$ cat config.mk
export PLATFORM = sky130hd
export DESIGN_NAME = adts_frame_splitter_core
export DESIGN_NICKNAME = d
export VERILOG_FILES = /design/src/rtl/afs_pkg.sv /design/src/rtl/afs_front.sv /design/src/rtl/afs_queue.sv /design/src/rtl/afs_back.sv /design/src/rtl/adts_frame_splitter_core.sv
export SDC_FILE = /design/constraint.sdc
export NUM_CORES = 1
export LEC_CHECK = 0
export ABC_AREA = 1
export BUFFER_PORTS_ARGS = -buffer_cell sky130_fd_sc_hd__buf_2
export CORE_ASPECT_RATIO = 1.1
export CORE_MARGIN = 2
export CORE_UTILIZATION = 35
export DETAILED_ROUTE_END_ITERATION = 10
export PLACE_DENSITY = 0.52
export SETUP_SLACK_MARGIN = 0.15
export SYNTH_ARGS = -nofsm -noshare
export SYNTH_HDL_FRONTEND = slang
export SYNTH_SLANG_ARGS = --single-unit
export TNS_END_PERCENT = 50
$ cat constraint.sdc
create_clock -name clk -period 6 [get_ports clk]
set_input_delay 1.2 -clock clk [delete_from_list [all_inputs] [get_ports clk]]
set_output_delay 1.2 -clock clk [all_outputs]
set_load 0.005 [all_outputs]
$ cat src/rtl/afs_pkg.sv
`timescale 1ns / 1ps

package afs_pkg;

  // frame_status codes
  localparam logic [1:0] ST_INSIDE = 2'd0;
  localparam logic [1:0] ST_DONE   = 2'd1;
  localparam logic [1:0] ST_BADLEN = 2'd2;
  localparam logic [1:0] ST_TRUNC  = 2'd3;

  localparam logic [7:0]  SYNC_BYTE  = 8'hFF;
  localparam logic [3:0]  SYNC_NIB   = 4'hF;
  localparam logic [12:0] MIN_LENGTH = 13'd7;

  localparam int QDEPTH = 4;
  localparam int QAW    = 2;

  localparam int TDATA_BITS = 48;

  // One accepted byte yields zero, one or two results; a pair always shares its header fields.
  typedef struct packed {
    logic        two;         // pair: sync byte first, then byte1
    logic [7:0]  byte0;
    logic [7:0]  byte1;
    logic [1:0]  status;      // status of the final result of the entry
    logic [1:0]  profile;
    logic [3:0]  rate_index;
    logic [12:0] frame_length;
    logic [15:0] frame_number;
  } entry_t;

  typedef struct packed {
    logic   valid;
    entry_t entry;
  } push_t;

  typedef struct packed {
    logic   full;
    logic   empty;
  } qstat_t;

endpackage

$ cat src/rtl/afs_front.sv
`timescale 1ns / 1ps

module afs_front #(
  parameter int FRAME_COUNT_BITS = 16
) (
  input  logic              clk,
  input  logic              rst,
  input  logic              accept,
  input  logic [7:0]        data_byte,
  input  logic              stream_end,
  output afs_pkg::push_t    push
);

  typedef enum logic [1:0] {PH_SEARCH, PH_GOT_FF, PH_FRAME} phase_t;

  phase_t                      phase, phase_next;
  logic [12:0]                 pos, pos_next;
  logic [1:0]                  profile, profile_next;
  logic [3:0]                  rate_index, rate_index_next;
  logic [12:0]                 length, length_next;
  logic [FRAME_COUNT_BITS-1:0] count, count_next;
  afs_pkg::push_t              push_next;
  logic [13:0]                 pos_inc;
  logic [31:0]                 count_ext;
  logic                        done;

  always_comb begin
    phase_next      = phase;
    pos_next        = pos;
    profile_next    = profile;
    rate_index_next = rate_index;
    length_next     = length;
    count_next      = count;
    done            = 1'b0;
    pos_inc         = {1'b0, pos} + 14'd1;
    count_ext       = 32'(count);
    push_next       = '0;
    push_next.entry.byte0  = data_byte;
    push_next.entry.byte1  = data_byte;
    push_next.entry.status = afs_pkg::ST_INSIDE;
    if (accept) begin
      unique case (phase)
        PH_SEARCH: begin
          if (data_byte == afs_pkg::SYNC_BYTE && !stream_end) phase_next = PH_GOT_FF;
        end
        PH_GOT_FF: begin
          if (data_byte[7:4] != afs_pkg::SYNC_NIB) begin
            phase_next = PH_SEARCH;
          end else begin
            profile_next    = '0;
            rate_index_next = '0;
            length_next     = '0;
            push_next.valid        = 1'b1;
            push_next.entry.two    = 1'b1;
            push_next.entry.byte0  = afs_pkg::SYNC_BYTE;
            push_next.entry.status = stream_end ? afs_pkg::ST_TRUNC : afs_pkg::ST_INSIDE;
            pos_next   = 13'd2;
            phase_next = stream_end ? PH_SEARCH : PH_FRAME;
          end
        end
        PH_FRAME: begin
          case (pos)
            13'd2: begin
              profile_next    = data_byte[7:6];
              rate_index_next = data_byte[5:2];
            end
            13'd3: length_next = {data_byte[1:0], 11'd0};
            13'd4: length_next = length | {2'b00, data_byte, 3'b000};
            13'd5: begin
              length_next = length | {10'd0, data_byte[7:5]};
              if (length_next < afs_pkg::MIN_LENGTH) begin
                done = 1'b1;
                push_next.entry.status = afs_pkg::ST_BADLEN;
              end
            end
            default: begin
              if (pos >= 13'd6 && pos_inc >= {1'b0, length}) begin
                done = 1'b1;
                push_next.entry.status = afs_pkg::ST_DONE;
                count_next = count + FRAME_COUNT_BITS'(1);
              end
            end
          endcase
          if (!done && stream_end) push_next.entry.status = afs_pkg::ST_TRUNC;
          push_next.valid = 1'b1;
          if (done || stream_end) begin
            phase_next = PH_SEARCH;
            pos_next   = '0;
          end else begin
            pos_next = pos_inc[12:0];
          end
        end
        default: phase_next = PH_SEARCH;
      endcase
    end
    push_next.entry.profile      = profile_next;
    push_next.entry.rate_index   = rate_index_next;
    push_next.entry.frame_length = length_next;
    // frame number is the count before this byte
    push_next.entry.frame_number = count_ext[15:0];
  end

  always_ff @(posedge clk) begin
    if (rst) begin
      phase      <= PH_SEARCH;
      pos        <= '0;
      profile    <= '0;
      rate_index <= '0;
      length     <= '0;
      count      <= '0;
      push       <= '0;
    end else begin
      phase      <= phase_next;
      pos        <= pos_next;
      profile    <= profile_next;
      rate_index <= rate_index_next;
      length     <= length_next;
      count      <= count_next;
      push       <= push_next;
    end
  end

endmodule

$ cat src/rtl/afs_queue.sv
`timescale 1ns / 1ps

module afs_queue (
  input  logic             clk,
  input  logic             rst,
  input  afs_pkg::push_t   push,
  input  logic             pop,
  output afs_pkg::entry_t  head,
  output afs_pkg::qstat_t  stat
);

  afs_pkg::entry_t              mem [afs_pkg::QDEPTH];
  logic [afs_pkg::QAW-1:0]      wr_ptr, rd_ptr;
  logic [afs_pkg::QAW:0]        level;
  logic                         do_pop;

  // one slot kept spare: the front has a request in flight after ready drops
  assign stat.full  = level >= 3'(afs_pkg::QDEPTH - 1);
  assign stat.empty = level == '0;
  assign head       = mem[rd_ptr];
  assign do_pop     = pop && !stat.empty;

  always_ff @(posedge clk) begin
    if (push.valid) mem[wr_ptr] <= push.entry;
  end

  always_ff @(posedge clk) begin
    if (rst) begin
      wr_ptr <= '0;
      rd_ptr <= '0;
      level  <= '0;
    end else begin
      if (push.valid) wr_ptr <= wr_ptr + {{(afs_pkg::QAW-1){1'b0}}, 1'b1};
      if (do_pop) rd_ptr <= rd_ptr + {{(afs_pkg::QAW-1){1'b0}}, 1'b1};
      level <= level + {2'b00, push.valid} - {2'b00, do_pop};
    end
  end

endmodule

$ cat src/rtl/afs_back.sv
`timescale 1ns / 1ps

module afs_back (
  input  logic                               clk,
  input  logic                               rst,
  input  afs_pkg::entry_t                    head,
  input  afs_pkg::qstat_t                    stat,
  output logic                               pop,
  output logic                               out_valid,
  input  logic                               out_ready,
  output logic [afs_pkg::TDATA_BITS-1:0]     out_data,
  output logic [1:0]                         out_user,
  output logic                               out_last
);

  afs_pkg::entry_t pend;
  logic            pend_valid;
  logic            load;

  assign load = !out_valid || out_ready;
  assign pop  = load && !pend_valid && !stat.empty;

  function automatic logic [afs_pkg::TDATA_BITS-1:0] pack(afs_pkg::entry_t e, logic [7:0] b);
    pack = {5'd0, e.frame_number, e.frame_length, e.rate_index, e.profile, b};
  endfunction

  always_ff @(posedge clk) begin
    if (pop) pend <= head;
  end

  always_ff @(posedge clk) begin
    if (rst) begin
      out_valid  <= 1'b0;
      pend_valid <= 1'b0;
      out_data   <= '0;
      out_user   <= afs_pkg::ST_INSIDE;
      out_last   <= 1'b0;
    end else if (load) begin
      if (pend_valid) begin
        // second half of a sync pair
        out_valid  <= 1'b1;
        out_data   <= pack(pend, pend.byte1);
        out_user   <= pend.status;
        out_last   <= 1'b1;
        pend_valid <= 1'b0;
      end else if (!stat.empty) begin
        out_valid  <= 1'b1;
        out_data   <= pack(head, head.byte0);
        out_user   <= head.two ? afs_pkg::ST_INSIDE : head.status;
        out_last   <= !head.two;
        pend_valid <= head.two;
      end else begin
        out_valid <= 1'b0;
      end
    end
  end

endmodule

$ cat src/rtl/adts_frame_splitter_core.sv
`timescale 1ns / 1ps

// channel  | dir | tdata (low bit up)                                    | tuser        | tlast
// s_axis   | in  | data_byte[7:0]                                        | -            | stream_end
// m_axis   | out | frame_byte, profile, rate_index, frame_length,        | frame_status | run_last
//          |     | frame_number, zero pad to 48                          |              |
//
// One byte accepted per cycle while s_axis_tready is high; results leave one per cycle while
// m_axis_tready is high, so a sync pair leaves as two results. An input request reaches the first
// output through the front register, the queue write and the output register.
// A four-entry queue between classifier and output stage absorbs the extra sync result;
// s_axis_tready drops when the queue is nearly full, m_axis stalls back up into it.
// Synchronous active-high reset returns the parser to sync search with counters at zero.

module adts_frame_splitter_core #(
  parameter int FRAME_COUNT_BITS = 16
) (
  input  logic        clk,
  input  logic        rst,
  input  logic        s_axis_tvalid,
  output logic        s_axis_tready,
  input  logic [7:0]  s_axis_tdata,   // data_byte
  input  logic        s_axis_tlast,   // stream_end
  output logic        m_axis_tvalid,
  input  logic        m_axis_tready,
  output logic [47:0] m_axis_tdata,   // frame_byte, profile, rate_index, frame_length, frame_number
  output logic [1:0]  m_axis_tuser,   // frame_status
  output logic        m_axis_tlast    // run_last
);

  afs_pkg::push_t  push;
  afs_pkg::entry_t head;
  afs_pkg::qstat_t stat;
  logic            pop;
  logic            in_accept;

  assign s_axis_tready = !stat.full;
  assign in_accept     = s_axis_tvalid && s_axis_tready;

  afs_front #(
    .FRAME_COUNT_BITS(FRAME_COUNT_BITS)
  ) u_front (
    .clk        (clk),
    .rst        (rst),
    .accept     (in_accept),
    .data_byte  (s_axis_tdata),
    .stream_end (s_axis_tlast),
    .push       (push)
  );

  afs_queue u_queue (
    .clk  (clk),
    .rst  (rst),
    .push (push),
    .pop  (pop),
    .head (head),
    .stat (stat)
  );

  afs_back u_back (
    .clk       (clk),
    .rst       (rst),
    .head      (head),
    .stat      (stat),
    .pop       (pop),
    .out_valid (m_axis_tvalid),
    .out_ready (m_axis_tready),
    .out_data  (m_axis_tdata),
    .out_user  (m_axis_tuser),
    .out_last  (m_axis_tlast)
  );

  // any non-inside status ends the run for its byte
  assert property (@(posedge clk) disable iff (rst)
    m_axis_tvalid && m_axis_tuser != afs_pkg::ST_INSIDE |-> m_axis_tlast)
    else $error("terminal status without tlast");

  // only the sync byte of a pair is a non-last result
  assert property (@(posedge clk) disable iff (rst)
    m_axis_tvalid && !m_axis_tlast |->
      m_axis_tdata[7:0] == afs_pkg::SYNC_BYTE && m_axis_tuser == afs_pkg::ST_INSIDE)
    else $error("non-last result is not a sync byte");

  // the front pushes only for a byte accepted while the queue was not full
  assert property (@(posedge clk) disable iff (rst)
    $past(stat.full) && stat.full && !$past(pop) |-> !push.valid || !$past(in_accept))
    else $error("queue overrun");

endmodule

==> results.json <==
{
  "status": "completed",
  "yosysTopAreaCell": "edfxtp_1",
  "busiest_layer": "met2",
  "setup_viol": 0,
  "ant_nets": 0,
  "layout.nets": 1540,
  "cts_made_buffers": 44,
  "synth_most_common_cell": "edfxtp_1",
  "overflow": 0,
  "grt_pass1_vias": 10300,
  "p_comb_share_pct": 23.3,
  "p_int_mw": 5.52,
  "p_sw_mw": 2.53,
  "fin_setup_tns_ps": 0,
  "hp-start": "u_front.count[14]$_SDFFE_PP0P_",
  "dpl_worst_slack_ps": 2270,
  "peakVddDrop_mv": 0.225,
  "fin_util_pct": 40.6,
  "ys.flop_type": "edfxtp_1",
  "period_needed_ps": 3760,
  "switching_share_pct": 31.5,
  "clockPowerShare_pct": 32.9,
  "fp.dieH_um": 227,
  "ios": 66,
  "grt_pass1_wl_um": 58400,
  "fin_worst_skew_ps": 18.8,
  "reg2reg_slack_ps": 2240,
  "start_util_pct": 35.6,
  "ctsResizeCount": 0,
  "setup_slack_ps": 2240,
  "crit_fanout": 16,
  "first_iter_violations": 637,
  "min_path_type": "flip-flop to flip-flop",
  "dr.pass1.iters": 5,
  "place.gp.congestion": 0.819,
  "synth.distinct_cells": 40,
  "synth_top_area_share_pct": 49.4,
  "grt_util_met1_pct": 20.9,
  "grt_antenna_before_repair": 1,
  "synth-edff-count": 261,
  "clk_pin_slew_ps": 60,
  "grtUsageMet3_pct": 2.89,
  "ctsHoldBuffers": 0,
  "core_area_mm2": 0.0446,
  "stdcell_count": 2113,
  "rr_worst_depth": 21,
  "syn2layout_area_growth_pct": 14.0,
  "critical_path_required_ps": 6430,
  "yosys_register_bits": 404,
  "finalMaxSlewViolations": 0,
  "wl_per_cell_um": 17.5,
  "die_w_um": 207,
  "diodes": 0,
  "rsz0062_at_grt": "no",
  "seq_power_share_pct": 43.8,
  "ys_seq_area_share_pct": 67.5,
  "power_mw": 8.05,
  "h-tree-depth": 2,
  "synthArstFlopShare_pct": 0,
  "end_kind": "flip-flop",
  "die-area_mm2": 0.0470,
  "critPathKind": "flip-flop to flip-flop",
  "ctsLongestPathBuffers": 3,
  "syn_avg_cell_area_um2": 10.9,
  "drc": 0,
  "clkLatencyLatePin_ps": 560,
  "hpwl_um": 21400,
  "clockRootBuffer": "clkbuf_16",
  "r2r_start": "u_front.pos[2]$_SDFFE_PP0P_",
  "clock-sinks": 404,
  "grtUsageTotal_pct": 16.2,
  "vias": 10400,
  "cellLeakagePower_nw": 6.83,
  "powerDensity_mw_per_mm2": 445,
  "netlist_area_mm2": 0.0159,
  "cts_tree": "built",
  "avgViaCountPerCell": 4.92,
  "drt_wl_total_um": 37000,
  "r2r_end": "u_front.count[6]$_SDFFE_PP0P_",
  "final_layout_size_suffix_gt1_share_pct": 11.0,
  "setup.worst_path.start_class": "flip-flop",
  "grt_max_degree": 71,
  "netlist_top_cells_area": "edfxtp_1, dfxtp_1, nand2_1, o21ai_0, nor2_1",
  "post_cts_buffers": 0,
  "slew_headroom_pct": 35.4,
  "grtUsageMet2_pct": 27.7,
  "arrival_ps": 4190,
  "post-route-period-util_pct": 62.6,
  "min_to": "u_front.count[14]$_SDFFE_PP0P_",
  "synthTopCellsByCount": "edfxtp_1, nand2_1, nor2_1",
  "ys_warn_count": 0,
  "io_buffers": 60,
  "tightestPinTransition_ps": 968,
  "final_hold_viol_count": 0,
  "synth_cells": 1454,
  "whs_path_depth": 2,
  "max_cap_viol_count": 0,
  "max_freq_ghz": 0.266,
  "rows": 81,
  "dp.cells": 2033
}
==> registers in the layout (all words and copies together) (netlist names), 3 cells and up, named ones only <==
signal           flops
u_queue.mem        216
u_front.count       16
u_queue.level        3
u_front.pos         13
u_front.push        55
u_back.out_data     43
u_back.pend         45
==> metrics by stage <==
step / cell area [µm²] / hold slack [ps]
2_1_floorplan: 15900 / 436
3_3_place_gp: 16700 / 451
3_5_place_dp: 16700 / 456
4_1_cts: 18100 / 466
5_1_grt: 18100 / 491
6_report: 18100 / 464
==> cells in the final DEF, fill, tap and decap left out, types with 13 or more instances in the layout <==
cell type  instances
o22ai_1           55
nand2_1          187
inv_1            119
buf_2             60
o21ai_0          136
clkbuf_16         45
clkinv_2          15
dfxtp_1          141
xor2_1            13
nor3_1            14
a21oi_1          110
nand3_1           34
nor2_1           174
edfxtp_1         261
ha_1              28
o211ai_1          35
buf_4             15
==> power groups by stage <==
stage          registers, mW  logic, mW  clock network (mW)
3_5_place_dp            3.59       1.91                   0
4_1_cts                 3.53       1.92                2.72
6_report                3.53       1.88                2.65
2_1_floorplan           3.56       1.31                   0
3_3_place_gp            3.58       1.89                   0
5_1_grt                 3.56       2.16                2.83
==> logic make-up after synthesis <==
group | count (synthesis) | synth area share (%)
buf+inv | 209 | 5.27
fa+ha+maj | 29 | 2.34
flops | 404 | 67.5
compound gates | 349 | 12.2
xor+xnor | 18 | 0.994
other cells | 1 | 0.0236
simple gates | 444 | 11.7
==> layer usage <==
| metal | vias to the layer above | routed length (µm) |
|---|---|---|
| met5 | - | 0 |
| met4 | 0 | 822 |
| met3 | 55 | 1680 |
| met2 | 214 | 17900 |
| met1 | 5001 | 16600 |
| li1 | 5119 | - |
==> critical path, stage by stage (launching register included) <==
cell and delay (ps):
dfxtp_1 560, nand2_1 130, nor2_1 170, nand3_1 140
nor2_1 230, nand3_1 150, nor2_1 150, xnor2_1 130
inv_1 70, ha_1 290, nand2_1 70, nor2_1 140
and3_1 160, nand2_1 50, nand2_1 50, nand2_1 60
nand2_2 100, nand3_2 320, inv_2 300, nand2_1 120
o21ai_0 180, a21oi_1 50
==> worst max-delay path by stage <==
stage	start	end	slack, ps
after floorplan	m_axis_tready	u_queue.level[2]$_SDFF_PP0_	1390
after global placement	u_front.pos[2]$_SDFFE_PP0P_	u_front.count[6]$_SDFFE_PP0P_	2440
after detailed placement	u_front.pos[2]$_SDFFE_PP0P_	u_front.count[6]$_SDFFE_PP0P_	2270
after CTS	u_front.pos[2]$_SDFFE_PP0P_	u_front.count[6]$_SDFFE_PP0P_	2250
after global routing	u_front.pos[2]$_SDFFE_PP0P_	u_front.count[6]$_SDFFE_PP0P_	1930
final	u_front.pos[2]$_SDFFE_PP0P_	u_front.count[6]$_SDFFE_PP0P_	2240
==> final cells by class <==
type | instances | area [µm²]
Clock buffer | 58 | 1190
Clock inverter | 22 | 210
Fill cell | 4303 | 26500
Inverter | 128 | 485
Multi-Input combinational cell | 845 | 4350
Sequential cell | 404 | 10700
Tap cell | 581 | 727
Timing Repair Buffer | 75 | 413
No activity file was read; power rests on OpenSTA's default activity.
